**config.mk**
```make
export PLATFORM = sky130hd
export DESIGN_NAME = ir_range_adc_to_distance
export DESIGN_NICKNAME = d
export VERILOG_FILES = /design/src/rtl/ir2d_pkg.sv /design/src/rtl/ir2d_div.sv /design/src/rtl/ir_range_adc_to_distance.sv
export SDC_FILE = /design/constraint.sdc
export NUM_CORES = 1
export LEC_CHECK = 0
export BUFFER_PORTS_ARGS = -buffer_cell sky130_fd_sc_hd__buf_2
export CAP_MARGIN = 20
export CORE_MARGIN = 2
export CORE_UTILIZATION = 45
export CTS_CLUSTER_DIAMETER = 60
export DETAILED_ROUTE_END_ITERATION = 8
export HOLD_SLACK_MARGIN = 0.15
export PLACE_DENSITY = 0.72
export SYNTH_ARGS = -nofsm -noshare
export SYNTH_HDL_FRONTEND = slang
export SYNTH_SLANG_ARGS = --single-unit
```
**constraint.sdc**
```tcl
create_clock -name clk -period 5.9 [get_ports clk]
set_input_delay 0.59 -clock clk [delete_from_list [all_inputs] [get_ports clk]]
set_output_delay 0.59 -clock clk [all_outputs]
set_load 0.02 [all_outputs]
```
**src/rtl/ir2d_pkg.sv**
```systemverilog
`default_nettype none
package ir2d_pkg;

  localparam int SAMPLE_W = 10;
  localparam int DIST_W   = 14;
  localparam int SUM_W    = 17;
  localparam int CNT_W    = 3;
  localparam int CFG_IDX_W = 3;

  // divider geometry: quotient bits, numerator and divisor widths
  localparam int Q_W     = DIST_W;
  localparam int NUM_W   = 29;
  localparam int DEN_W   = 18;
  localparam int HI_W    = NUM_W - Q_W;
  localparam int STEP_W  = 4;
  localparam int RAW_W   = 20;
  localparam int MUL_W   = 9;
  localparam int PROD_W  = SAMPLE_W + MUL_W;

  localparam int AVERAGE_COUNT = 5;

  localparam logic [CFG_IDX_W-1:0] REG_LONG_OPEN  = 3'd0;
  localparam logic [CFG_IDX_W-1:0] REG_LONG_NEAR  = 3'd1;
  localparam logic [CFG_IDX_W-1:0] REG_SHORT_NEAR = 3'd2;
  localparam logic [CFG_IDX_W-1:0] REG_SHORT_FAR  = 3'd3;

  localparam logic [SAMPLE_W-1:0] RST_LONG_OPEN  = 10'd1000;
  localparam logic [SAMPLE_W-1:0] RST_LONG_NEAR  = 10'd573;
  localparam logic [SAMPLE_W-1:0] RST_SHORT_NEAR = 10'd819;
  localparam logic [SAMPLE_W-1:0] RST_SHORT_FAR  = 10'd204;

  localparam logic [MUL_W-1:0] LONG_MUL  = 9'd500;
  localparam logic [MUL_W-1:0] SHORT_MUL = 9'd50;
  localparam logic [RAW_W-1:0] LONG_OFF  = 20'd262144;
  localparam logic [RAW_W-1:0] SHORT_OFF = 20'd2048;
  localparam logic [NUM_W-1:0] LONG_NUM  = 29'd399769600;
  localparam logic [NUM_W-1:0] SHORT_NUM = 29'd16384000;

  localparam logic [DIST_W-1:0] DIST_MAX         = 14'd16383;
  localparam logic [DIST_W-1:0] LONG_OPEN_VALUE  = 14'd0;
  localparam logic [DIST_W-1:0] LONG_FAR_VALUE   = 14'd8000;
  localparam logic [DIST_W-1:0] SHORT_NEAR_VALUE = 14'd480;
  localparam logic [DIST_W-1:0] SHORT_FAR_VALUE  = 14'd2400;

  typedef struct packed {
    logic             start;
    logic [NUM_W-1:0] num;
    logic [DEN_W-1:0] den;
  } div_req_t;

  typedef struct packed {
    logic           done;
    logic [Q_W-1:0] quo;
  } div_rsp_t;

endpackage
`default_nettype wire

```
**src/rtl/ir2d_div.sv**
```systemverilog
`default_nettype none
// Restoring divider, one quotient bit per cycle. Caller guarantees
// num >> Q_W < den, so the quotient fits Q_W bits.
module ir2d_div (
  input  wire logic              clk,
  input  wire logic              rst,
  input  wire ir2d_pkg::div_req_t req,
  output ir2d_pkg::div_rsp_t     rsp
);

  logic [ir2d_pkg::DEN_W-1:0]  rem;
  logic [ir2d_pkg::DEN_W-1:0]  den;
  logic [ir2d_pkg::Q_W-1:0]    nq;     // numerator bits out, quotient bits in
  logic [ir2d_pkg::STEP_W-1:0] steps;
  logic                        done;

  logic [ir2d_pkg::DEN_W:0] trial;
  logic                     ge;

  assign trial = {rem, nq[ir2d_pkg::Q_W-1]};
  assign ge    = trial >= {1'b0, den};

  always_ff @(posedge clk) begin
    if (rst) begin
      steps <= '0;
      done  <= 1'b0;
    end else begin
      done <= 1'b0;
      if (req.start) begin
        steps <= ir2d_pkg::STEP_W'(ir2d_pkg::Q_W);
      end else if (steps != '0) begin
        steps <= steps - 1'b1;
        if (steps == ir2d_pkg::STEP_W'(1)) begin
          done <= 1'b1;
        end
      end
    end
  end

  always_ff @(posedge clk) begin
    if (req.start) begin
      rem <= {{(ir2d_pkg::DEN_W-ir2d_pkg::HI_W){1'b0}},
              req.num[ir2d_pkg::NUM_W-1:ir2d_pkg::Q_W]};
      nq  <= req.num[ir2d_pkg::Q_W-1:0];
      den <= req.den;
    end else if (steps != '0) begin
      if (ge) begin
        rem <= ir2d_pkg::DEN_W'(trial - {1'b0, den});
      end else begin
        rem <= trial[ir2d_pkg::DEN_W-1:0];
      end
      nq <= {nq[ir2d_pkg::Q_W-2:0], ge};
    end
  end

  assign rsp.done = done;
  assign rsp.quo  = nq;

endmodule
`default_nettype wire

```
**src/rtl/ir_range_adc_to_distance.sv**
```systemverilog
`default_nettype none
// Flow: an accepted item passes CALC and PREP; the reciprocal then runs in DIV on the
// 14-step bit-serial divider unless the sample is clamped or saturated. FIN routes a
// short result to EMIT; a long sample that closes a group has the divider form the mean in AVG.
// Throughput: one item at a time; the next item is taken only once the last one is done,
// later while the output register is held off.
// Reset: thresholds back to their defaults, long sum and count cleared, output empty.
module ir_range_adc_to_distance (
  input  wire logic        clk,
  input  wire logic        rst,
  // input stream
  input  wire logic        s_tvalid,
  output logic             s_tready,
  input  wire logic [15:0] s_tdata,   // [9:0] sample, rest zero
  input  wire logic        s_tuser,   // [0] kind: 0 long, 1 short
  // result stream
  output logic             m_tvalid,
  input  wire logic        m_tready,
  output logic [15:0]      m_tdata,   // [13:0] distance, rest zero
  output logic             m_tuser,   // [0] sensor: 0 long, 1 short
  // configuration writes
  input  wire logic        cfg_we,
  input  wire logic [2:0]  cfg_index,
  input  wire logic [9:0]  cfg_data
);

  localparam logic [2:0] ST_IDLE = 3'd0;  // waiting for an item
  localparam logic [2:0] ST_CALC = 3'd1;  // thresholds and divisor
  localparam logic [2:0] ST_PREP = 3'd2;  // clamp, saturate or start divider
  localparam logic [2:0] ST_DIV  = 3'd3;  // reciprocal running
  localparam logic [2:0] ST_FIN  = 3'd4;  // route short out, fold long into sum
  localparam logic [2:0] ST_AVG  = 3'd5;  // mean of the group running
  localparam logic [2:0] ST_EMIT = 3'd6;  // hand result to output register

  logic [2:0] state;

  // thresholds
  logic [ir2d_pkg::SAMPLE_W-1:0] long_open;
  logic [ir2d_pkg::SAMPLE_W-1:0] long_near;
  logic [ir2d_pkg::SAMPLE_W-1:0] short_near;
  logic [ir2d_pkg::SAMPLE_W-1:0] short_far;

  // current item
  logic                          kind;
  logic [ir2d_pkg::SAMPLE_W-1:0] x;
  logic                          clamp;
  logic [ir2d_pkg::DIST_W-1:0]   clamp_val;
  logic [ir2d_pkg::RAW_W-1:0]    div_raw;   // signed divisor, two's complement
  logic [ir2d_pkg::DIST_W-1:0]   cur_dist;

  // long group
  logic [ir2d_pkg::SUM_W-1:0] long_sum;
  logic [ir2d_pkg::CNT_W-1:0] long_count;

  // output register
  logic                        out_valid;
  logic                        out_sensor;
  logic [ir2d_pkg::DIST_W-1:0] out_dist;

  ir2d_pkg::div_req_t div_req;
  ir2d_pkg::div_rsp_t div_rsp;

  ir2d_div u_div (
    .clk (clk),
    .rst (rst),
    .req (div_req),
    .rsp (div_rsp)
  );

  logic in_fire;
  assign s_tready = (state == ST_IDLE);
  assign in_fire  = s_tvalid && s_tready;

  // divisor: k*x - offset, k and offset by sensor
  logic [ir2d_pkg::MUL_W-1:0]  mul_k;
  logic [ir2d_pkg::PROD_W-1:0] prod;
  logic [ir2d_pkg::RAW_W-1:0]  raw_calc;

  assign mul_k    = kind ? ir2d_pkg::SHORT_MUL : ir2d_pkg::LONG_MUL;
  assign prod     = {{ir2d_pkg::MUL_W{1'b0}}, x} *
                    {{ir2d_pkg::SAMPLE_W{1'b0}}, mul_k};
  assign raw_calc = {1'b0, prod} - (kind ? ir2d_pkg::SHORT_OFF : ir2d_pkg::LONG_OFF);

  // clamp decision; the first test of each pair wins on overlap
  logic                        clamp_calc;
  logic [ir2d_pkg::DIST_W-1:0] clamp_val_calc;

  always_comb begin
    clamp_calc     = 1'b0;
    clamp_val_calc = ir2d_pkg::LONG_OPEN_VALUE;
    if (kind) begin
      if (x >= short_near) begin
        clamp_calc     = 1'b1;
        clamp_val_calc = ir2d_pkg::SHORT_NEAR_VALUE;
      end else if (x <= short_far) begin
        clamp_calc     = 1'b1;
        clamp_val_calc = ir2d_pkg::SHORT_FAR_VALUE;
      end
    end else begin
      if (x >= long_open) begin
        clamp_calc     = 1'b1;
        clamp_val_calc = ir2d_pkg::LONG_OPEN_VALUE;
      end else if (x <= long_near) begin
        clamp_calc     = 1'b1;
        clamp_val_calc = ir2d_pkg::LONG_FAR_VALUE;
      end
    end
  end

  // saturation: divisor not positive, or quotient would exceed 14 bits,
  // which is exactly num >> 14 >= divisor
  logic [ir2d_pkg::NUM_W-1:0] num_sel;
  logic [ir2d_pkg::DEN_W-1:0] num_hi;
  logic                       div_nonpos;
  logic                       div_ovf;

  assign num_sel    = kind ? ir2d_pkg::SHORT_NUM : ir2d_pkg::LONG_NUM;
  assign num_hi     = {{(ir2d_pkg::DEN_W-ir2d_pkg::HI_W){1'b0}},
                       num_sel[ir2d_pkg::NUM_W-1:ir2d_pkg::Q_W]};
  assign div_nonpos = div_raw[ir2d_pkg::RAW_W-1] || (div_raw == '0);
  assign div_ovf    = num_hi >= div_raw[ir2d_pkg::DEN_W-1:0];

  // long group bookkeeping
  logic [ir2d_pkg::SUM_W-1:0] sum_next;
  logic [ir2d_pkg::CNT_W-1:0] count_next;
  logic                       group_full;

  assign sum_next   = long_sum + {{(ir2d_pkg::SUM_W-ir2d_pkg::DIST_W){1'b0}}, cur_dist};
  assign count_next = long_count + 1'b1;
  assign group_full = count_next >= ir2d_pkg::CNT_W'(ir2d_pkg::AVERAGE_COUNT);

  logic start_recip;
  logic start_avg;

  assign start_recip = (state == ST_PREP) && !clamp && !div_nonpos && !div_ovf;
  assign start_avg   = (state == ST_FIN) && !kind && group_full;

  always_comb begin
    div_req.start = start_recip || start_avg;
    if (start_avg) begin
      div_req.num = {{(ir2d_pkg::NUM_W-ir2d_pkg::SUM_W){1'b0}}, sum_next};
      div_req.den = ir2d_pkg::DEN_W'(ir2d_pkg::AVERAGE_COUNT);
    end else begin
      div_req.num = num_sel;
      div_req.den = div_raw[ir2d_pkg::DEN_W-1:0];
    end
  end

  logic out_load;
  assign out_load = (state == ST_EMIT) && (!out_valid || m_tready);

  // control
  always_ff @(posedge clk) begin
    if (rst) begin
      state      <= ST_IDLE;
      long_sum   <= '0;
      long_count <= '0;
      out_valid  <= 1'b0;
      long_open  <= ir2d_pkg::RST_LONG_OPEN;
      long_near  <= ir2d_pkg::RST_LONG_NEAR;
      short_near <= ir2d_pkg::RST_SHORT_NEAR;
      short_far  <= ir2d_pkg::RST_SHORT_FAR;
    end else begin
      if (cfg_we) begin
        case (cfg_index)
          ir2d_pkg::REG_LONG_OPEN:  long_open  <= cfg_data;
          ir2d_pkg::REG_LONG_NEAR:  long_near  <= cfg_data;
          ir2d_pkg::REG_SHORT_NEAR: short_near <= cfg_data;
          ir2d_pkg::REG_SHORT_FAR:  short_far  <= cfg_data;
          default: ;
        endcase
      end

      if (out_load) begin
        out_valid <= 1'b1;
      end else if (m_tready) begin
        out_valid <= 1'b0;
      end

      case (state)
        ST_IDLE: begin
          if (in_fire) state <= ST_CALC;
        end
        ST_CALC: state <= ST_PREP;
        ST_PREP: begin
          state <= start_recip ? ST_DIV : ST_FIN;
        end
        ST_DIV: begin
          if (div_rsp.done) state <= ST_FIN;
        end
        ST_FIN: begin
          if (kind) begin
            state <= ST_EMIT;
          end else if (group_full) begin
            long_sum   <= '0;
            long_count <= '0;
            state      <= ST_AVG;
          end else begin
            long_sum   <= sum_next;
            long_count <= count_next;
            state      <= ST_IDLE;
          end
        end
        ST_AVG: begin
          if (div_rsp.done) state <= ST_EMIT;
        end
        ST_EMIT: begin
          if (out_load) state <= ST_IDLE;
        end
        default: state <= ST_IDLE;
      endcase
    end
  end

  // datapath
  always_ff @(posedge clk) begin
    if (in_fire) begin
      kind <= s_tuser;
      x    <= s_tdata[ir2d_pkg::SAMPLE_W-1:0];
    end
    if (state == ST_CALC) begin
      clamp     <= clamp_calc;
      clamp_val <= clamp_val_calc;
      div_raw   <= raw_calc;
    end
    if (state == ST_PREP) begin
      cur_dist <= clamp ? clamp_val : ir2d_pkg::DIST_MAX;
    end
    if ((state == ST_DIV || state == ST_AVG) && div_rsp.done) begin
      cur_dist <= div_rsp.quo;
    end
    if (out_load) begin
      out_sensor <= kind;
      out_dist   <= cur_dist;
    end
  end

  assign m_tvalid = out_valid;
  assign m_tuser  = out_sensor;
  assign m_tdata  = {{(16-ir2d_pkg::DIST_W){1'b0}}, out_dist};

endmodule
`default_nettype wire

```
==> results of run 1 <==
cell usage after synthesis, types with 19 or more instances:
cell and number:
dfxtp_1 72, xor2_1 19, a21oi_1 71, o21ai_0 56, nand2_1 106, a21o_1 27, xnor2_1 29, nor2_1 75
o211ai_1 26, edfxtp_1 113, nand3_1 32, inv_1 166, clkbuf_1 30, ha_1 138, fa_1 41
per-layer routing:
| layer | vias up | share of wire | track usage |
|---|---|---|---|
| li1 | 4408 | - | - |
| met2 | 183 | 0.48 | 0.305 |
| met1 | 4071 | 0.46 | 0.234 |
| met5 | - | 0 | 0 |
| met3 | 31 | 0.039 | 0.0280 |
| met4 | 0 | 0.016 | 0.0536 |
layout make-up:
class,instances,area share
multi-input combinational,855,0.490
tap,341,0.0319
clock buffer,18,0.0321
clock inverter,14,0.0142
inverter,167,0.0469
timing repair buffer,55,0.0228
sequential,185,0.362
flip-flops by register name, indices dropped and copies added (netlist names), 6 cells and up:
| register | count |
|---|---|
| div_raw | 19 |
| u_div.den | 18 |
| u_div.rem | 18 |
| long_sum | 17 |
| cur_dist | 14 |
| out_dist | 14 |
| u_div.nq | 14 |
| long_near | 10 |
| long_open | 10 |
| short_far | 10 |
| short_near | 10 |
| x | 10 |
| clamp_val | 6 |
stage by stage:
step | instance area (sq um) | worst slack, ps | std cells | hold slack, ps
after global routing | 13400 | 56.5 | 1635 | 313
after detailed placement | 12700 | 528 | 1603 | 447
after CTS | 13400 | 432 | 1635 | 314
after floorplan | 12200 | 386 | 1250 | 433
after global placement | 12700 | 646 | 1602 | 443
final | 13400 | 420 | 1635 | 325
how the worst max path moves through the flow:
stage | endpoint | depth (start not counted)
after floorplan | div_raw[19] | 19
after global routing | div_raw[19] | 19
after global placement | div_raw[19] | 19
after CTS | div_raw[19] | 19
after detailed placement | div_raw[19] | 19
final | div_raw[19] | 19
kinds of logic after synthesis:
kind of cell,count (synthesis)
and+or+nand+nor,325
AOI/OAI and AO/OA,273
buffers and inverters,210
DFF,185
adders and majority gates,179
xor gates and xnor gates,48
muxes,19
other,2
worst max-delay path: stages, from the launching register on:
cell,delay (ps)
edfxtp_1,380
inv_1,410
nand2_1,230
xnor2_1,180
ha_1,190
a31oi_1,230
fa_1,460
inv_1,90
fa_1,430
fa_1,490
ha_1,320
ha_1,340
nor2b_1,150
o21a_1,170
o21ai_0,350
a211oi_1,170
nor3_1,270
o31ai_1,110
a21oi_1,180
xnor2_1,80
==> results by group, run 1 <==
Final layout
  – Inserted Diodes: 0
  – Layout filler cell count: 2422
  – Commonest non-fill, non-tap cell in the layout: inv_1
  – Storage element area: 4830 sq um
  – Utilization after layout: 0.500
  – P&R area growth vs syn: 10.1%
  – Layout cells sized above 1: 0.0827
  – Fin nets: 1495
  – Multi-input logic area: 6540 sq um
  – Most frequent cells in the layout: 166 x inv_1, 138 x ha_1, 113 x edfxtp_1, 106 x nand2_1, 75 x nor2_1

Floorplan
  – Die height: 168 um
  – Num ports: 54
  – Starting Density: 0.454
  – Die W: 168 um
  – Core ar.: 26700 sq um
  – Die area: 28300 sq um
  – Row Count: 60

Worst setup path
  – Crit-path max FO: 17
  – RR Startpoint: kind
  – Critical Path RT: 6080 ps
  – WS Path Type: reg2reg
  – Arr. time, crit path: between 5000 and 6000 ps
  – Critical path launch point type: flip-flop
  – Setup slack, reg-to-reg: around 420 ps
  – Worst setup path startpoint: kind
  – CP endpoint kind: flip-flop
  – Worst r2r dst: div_raw[19]
  – Reg2Reg Depth: 19

Logic synthesis
  – Distinct cells, synth: 72
  – Register area share after synthesis: 0.398
  – Xor/xnor share of the synthesized area: 0.0346
  – Main synth FF type: edfxtp_1
  – Mapped cell area: 12100 sq um
  – Post-synthesis mux area share: 0.0159
  – Flops & latches, synth: roughly 190
  – Post-Synth Adder-Cell Area: 0.210
  – Simple-gate portion of the synthesized area: 0.128
  – Largest family of logic cells by synthesized area: adder cells
  – Area leader, netlist: edfxtp_1
  – Share of async-settable or async-resettable flops after synthesis: 0
  – Post-synthesis compound-gate area fraction: 0.145
  – Gate Count Post-Synth: 1241
  – Post-Syn Area per Cell: 9.78 sq um
  – Synthesis Warnings: 0
  – Post-synth top area share: 0.280
  – Synth top area cells: edfxtp_1 28%, ha_1 14%, dfxtp_1 12%, fa_1 6.8%, inv_1 5.1%
  – EDFF count, synth: about 110

STA
  – Max Slew Vio Count: 0
  – Final Cycle Share: 0.929
  – RSZ-0062 raised after global routing: no
  – Slew HR: 0.269
  – Setup Skew: 15.2 ps
  – Post-layout min period: 5480 ps
  – Setup TNS: 0 ps
  – Finish-stage setup viols: 0
  – Max Freq: 182 MHz
  – Fin. Hold Viols: 0
  – Least-Margin Pin Slew: 1100 ps

Drt
  – Detail Route Antenna Nets: 0
  – Initial DRC Count: 534
  – Routed vias: 8693
  – DR WL/cell: between 15 and 20 um
  – TritonRoute pass-1 iters: 4
  – Routed WL: 24700 um
  – DRC Markers: 0
  – Via density: 5.32

Clock network
  – Number of buffers inserted by hold repair at cts: 0
  – CTS max path bufs: 2
  – CTS buffer count: 17
  – Clock sinks: ~190
  – Clk_lat worst skew: 440 ps
  – Setup Buffers After CTS: 0
  – CTS tree: built
  – Reg clk slew, reported paths: 70 ps
  – CTS root buf: clkbuf_16
  – Post-CTS Resized: 0
  – Htree depth: 4

Global route
  – All-layer global routing usage: 0.179
  – First-pass GRT wire length: 41100 um
  – Largest net degree at the start of global routing: 43
  – Initial antenna violation count: 0
  – Vias in the first global route: 8508
  – Total grt overflow: 0

Place
  – Dpl hpwl: 18200 um
  – # port buffers: 45
  – Routability cong.: 0.829

Hold path
  – HP Class: in2reg
  – Hold depth: 1
  – Hold-critical path endpoint: x[2]
  – Hold wc startpoint: s_tdata[2]

Run status
  – Status: finished clean

Flow run
  – Max Cap Violations: 0
Power of run 1 is not shown: default switching activity piles up to over one toggle a cycle in this logic, so the estimate is an artifact.
==> run 2: changes to the inputs <==
- CORE_ASPECT_RATIO: default -> 1.5
- HOLD_SLACK_MARGIN: 0.15 -> default
==> run 2 against run 1 <==
Count of clock-buffer cells in the layout up 1. Critical path depth down 1. Via count up 2.3%. Sequential share of layout area up 0.11 points. Worst hold slack worse by 3.5 ps. Wire length up 4.1%.
==> results by group, run 2 (same netlist as run 1, synthesis figures left out) <==
Worst setup path
  – WS Path Type: reg2reg
  – Setup slack, reg-to-reg: 580 ps
  – Bufs and invs on worst path: 2
  – Worst setup path startpoint: kind
  – Worst r2r dst: div_raw[19]
  – RR Startpoint: kind
  – Critical Path RT: 6080 ps
  – Critical path launch point type: flip-flop
  – Crit path largest cell delay: ~500 ps
  – CP delay by family, top: adder cells
  – Crit-path slowest cell: fa_1
  – Arr. time, crit path: 5500 ps
  – Crit-path cells: inv_1 > nand2_1 > xnor2_1 > ha_1 > a31oi_1 > fa_1 > inv_1 > fa_1 > fa_1 > ha_1 > ha_1 > o21a_1 > o21ai_0 > a211oi_1 > nor3_1 > o31ai_1 > a21oi_1 > xnor2_1
  – Crit-path max FO: 13
  – CP endpoint kind: flip-flop
  – Reg2Reg Depth: 18

Global route
  – Initial antenna violation count: 0
  – Total grt overflow: 0
  – Largest net degree at the start of global routing: 43
  – Vias in the first global route: around 9300
  – All-layer global routing usage: 0.188
  – First-pass GRT wire length: ~43000 um

Clock network
  – Htree depth: 4
  – Setup Buffers After CTS: 0
  – Reg clk slew, reported paths: around 70 ps
  – CTS root buf: clkbuf_16
  – Clock sinks: 185
  – CTS buffer count: 17
  – CTS max path bufs: 2
  – Post-CTS Resized: 0
  – Number of buffers inserted by hold repair at cts: 0
  – Clk_lat worst skew: 440 ps
  – CTS tree: built

STA
  – WHS: 322 ps
  – Post-layout min period: about 5300 ps
  – Setup Skew: approximately 15 ps
  – Fin. Hold Viols: 0
  – Least-Margin Pin Slew: between 1000 and 1500 ps
  – Slew HR: 0.302
  – Finish-stage setup viols: 0
  – Final Cycle Share: 0.901
  – Setup TNS: 0 ps
  – Max Freq: 188 MHz
  – Max Slew Vio Count: 0
  – RSZ-0062 raised after global routing: no

Run status
  – Status: finished clean

Hold path
  – HP Class: in2reg
  – Hold wc startpoint: s_tdata[8]
  – Hold depth: 1
  – Hold-critical path endpoint: x[8]

Drt
  – Via density: roughly 5.4
  – Initial DRC Count: between 400 and 500
  – DR WL/cell: 15.7 um
  – Routed WL: 25700 um
  – Detail Route Antenna Nets: 0
  – Routed vias: about 9000
  – DRC Markers: 0
  – TritonRoute pass-1 iters: 7

Floorplan
  – Die height: slightly above 200 um
  – Row Count: 73
  – Starting Density: 0.458
  – Core ar.: roughly 26000 sq um
  – Die W: 138 um
  – Die area: 28300 sq um
  – Num ports: 54

Final layout
  – Fin nets: between 1000 and 1500
  – Top reg by flops: div_raw
  – Top Registers: div_raw x19, u_div.den x18, u_div.rem x18
  – Layout cells sized above 1: 0.0826
  – Storage element area: ~4800 sq um
  – Layout filler cell count: 2445
  – Multi-input logic area: 6550 sq um
  – Max reg flops: 19
  – P&R area growth vs syn: 9.73%
  – Inserted Diodes: 0
  – Most frequent cells in the layout: 166 x inv_1, 138 x ha_1, 113 x edfxtp_1, 106 x nand2_1, 75 x nor2_1
  – Commonest non-fill, non-tap cell in the layout: inv_1

Flow run
  – Max Cap Violations: 0

Place
  – # port buffers: 45
  – Dpl hpwl: 19200 um
  – Routability cong.: 0.864
-- run 2: cell count changes in the layout (fill, tap and decap cells not counted), sizes merged --
cell and change:
buf +1, inv +5, clkinvlp -2, bufinv -2, clkinv -2, clkbuf +1
-- run 2: through the flow --
stage                     utilization  setup slack [ps]  cell area, sq um  cells
after floorplan                     -               386             12200   1250
after global placement          0.481               686             12700   1599
after detailed placement        0.481               559             12700   1599
after CTS                       0.502               555             13300   1631
after global routing            0.503               227             13300   1632
final                           0.503               583             13300   1632
-- run 2: area by class of cell --
type                       instances  share of cell area
clock buffer                      19              0.0341
clock inverter                    13             0.00742
inverter                         167              0.0471
multi-input combinational        855               0.492
sequential                       185               0.363
tap                              337              0.0317
timing repair buffer              56              0.0246
-- run 2: worst max-delay path by stage --
stage	to	cells after the start
2_1_floorplan	div_raw[19]	19
3_3_place_gp	div_raw[19]	18
3_5_place_dp	div_raw[19]	18
4_1_cts	div_raw[19]	18
5_1_grt	div_raw[19]	18
6_report	div_raw[19]	18
-- run 2: metal layers --
metal,track usage,vias up,part of all wire
li1,-,4400,-
met1,0.194,4261,0.39
met2,0.370,176,0.55
met3,0.0285,56,0.031
met4,0.0864,0,0.033
met5,0,-,0
Power of run 2 is left out for the same reason.
==> run 3: changes to the inputs <==
- PLACE_DENSITY: 0.72 -> 0.69
- clock period: 5.9 -> 6.57 ns (I/O delays scaled with it)
==> run 3 against run 2 <==
Global-route usage fell by 0.29 points. Count of clock-buffer cells in the layout decreased by 2. Utilization up 0.080 points. First-iteration DRC count fell by 4.4%. Die area unchanged. Wire length decreased by 0.72%. Setup slack improved by 620 ps. Final area is 0.16% higher. Flip-flop and latch count unchanged. Worst hold slack better by 61 ps. Non-clock buffer count stayed put.
==> results by group, run 3 (same netlist as run 1, synthesis figures left out) <==
Run status
  – Status: finished clean

STA
  – Setup TNS: 0 ps
  – Max Freq: 186 MHz
  – Least-Margin Pin Slew: a little over 1000 ps
  – Finish-stage setup viols: 0
  – RSZ-0062 raised after global routing: no
  – Setup Skew: between 15 and 20 ps
  – Max Slew Vio Count: 0
  – Slew HR: 0.312
  – Final Cycle Share: 0.817
  – Fin. Hold Viols: 0
  – Post-layout min period: roughly 5400 ps

Worst setup path
  – Worst r2r dst: div_raw[19]
  – Critical path launch point type: flip-flop
  – Critical Path End: div_raw[19]
  – Critical Path RT: around 6800 ps
  – Crit-path max FO: 17
  – Arr. time, crit path: 5550 ps
  – Crit path largest cell delay: between 400 and 500 ps
  – Crit-path slowest cell: fa_1
  – CP endpoint kind: flip-flop
  – Crit-path cells: inv_1 > nand2_1 > xnor2_1 > ha_1 > a31oi_1 > fa_1 > inv_1 > fa_1 > fa_1 > ha_1 > ha_1 > nor2b_1 > o21a_1 > o21ai_0 > a211oi_1 > nor3_1 > o31ai_1 > a21oi_1 > xnor2_1
  – Reg2Reg Depth: 19
  – WS Path Type: reg2reg
  – Setup slack, reg-to-reg: 1200 ps
  – Worst setup path startpoint: kind
  – RR Startpoint: kind

Clock network
  – CTS tree: built
  – Clock sinks: 185
  – CTS root buf: clkbuf_16
  – Setup Buffers After CTS: 0
  – CTS buffer count: 17
  – Post-CTS Resized: 0
  – Clk_lat worst skew: roughly 450 ps
  – Reg clk slew, reported paths: 80 ps
  – Number of buffers inserted by hold repair at cts: 0
  – Htree depth: 4
  – CTS max path bufs: 2

Final layout
  – Max reg flops: 19
  – Inserted Diodes: 0
  – Most frequent cells in the layout: 166 x inv_1, 138 x ha_1, 113 x edfxtp_1, 106 x nand2_1, 75 x nor2_1
  – Top reg by flops: div_raw
  – Layout filler cell count: roughly 2400
  – Commonest non-fill, non-tap cell in the layout: inv_1
  – Layout cells sized above 1: 0.0842
  – Fin nets: 1496
  – Top Registers: div_raw x19, u_div.den x18, u_div.rem x18
  – P&R area growth vs syn: 9.91%

Global route
  – Busiest grt layer: met2
  – All-layer global routing usage: 0.185
  – Met2 Use GR: 0.354
  – Initial antenna violation count: 0
  – Largest net degree at the start of global routing: 43
  – First-pass GRT wire length: roughly 42000 um
  – Total grt overflow: 0
  – GR Layer Usage met3: 0.0262
  – Vias in the first global route: 8958
  – Routing usage on met1: 0.200

Place
  – Routability cong.: 0.831
  – # port buffers: 45
  – Dpl hpwl: 18900 um

Drt
  – DR WL/cell: roughly 16 um
  – Detail Route Antenna Nets: 0
  – Routed vias: between 8000 and 9000
  – DRC Markers: 0
  – Via density: between 5 and 6
  – Routed WL: roughly 26000 um
  – TritonRoute pass-1 iters: 5
  – Initial DRC Count: between 400 and 500

Floorplan
  – Die height: 205 um
  – Row Count: 73
  – Core ar.: 26500 sq um
  – Num ports: 54
  – Starting Density: 0.458
  – Die W: 138 um
  – Die area: 28300 sq um

Hold path
  – Hold wc startpoint: s_tdata[4]
  – HP Class: in2reg

Flow run
  – Max Cap Violations: 0
## run 3: cell count changes in the layout (fill, tap and decap cells not counted), sizes merged
cell      previous run  this run
clkinv               3         7
clkbuf              19        17
clkinvlp             0         2
inv                177       173
## run 3: through the flow
step	setup slack (ps)	hold slack (ps)	std cells	utilization	area, sq um
3_3_place_gp	1240	445	1599	0.480	12700
5_1_grt	725	370	1632	0.503	13300
3_5_place_dp	1200	443	1599	0.480	12700
2_1_floorplan	1060	433	1250	-	12200
6_report	1200	383	1632	0.503	13300
4_1_cts	1180	365	1631	0.502	13300
## run 3: worst max-delay path, delay by kind of cell, from the launching register on
family	cells	cell delay, ps
compound gates	6	1150
xor+xnor	2	260
fa+ha+maj	6	2190
buf+inv	2	460
flops	1	390
simple gates	3	660
## run 3: worst min-delay path by stage
| stage | to | slack [ps] | depth (start not counted) |
|---|---|---|---|
| 2_1_floorplan | out_dist[0] | 430 | 0 |
| 3_3_place_gp | short_far[5] | 440 | 2 |
| 3_5_place_dp | out_dist[0] | 440 | 0 |
| 4_1_cts | x[4] | 360 | 1 |
| 5_1_grt | x[1] | 370 | 1 |
| 6_report | x[4] | 380 | 1 |
## run 3: routing by layer
metal / routed length [um] / vias up / share of wire
met5: 0 / - / 0
met4: 920 / 0 / 0.036
met3: 695 / 59 / 0.027
met2: 13600 / 156 / 0.53
met1: 10300 / 4282 / 0.40
li1: - / 4395 / -
## run 3: area by class of cell
cell class / count / area [sq um] / area share
Clock buffer: 17 / 425 / 0.0319
Clock inverter: 15 / 158 / 0.0118
Inverter: 167 / 627 / 0.0470
Multi-Input combinational cell: 855 / 6540 / 0.491
Sequential cell: 185 / 4830 / 0.363
Tap cell: 337 / 422 / 0.0316
Timing Repair Buffer: 56 / 328 / 0.0246
Power of run 3 is left out for the same reason.
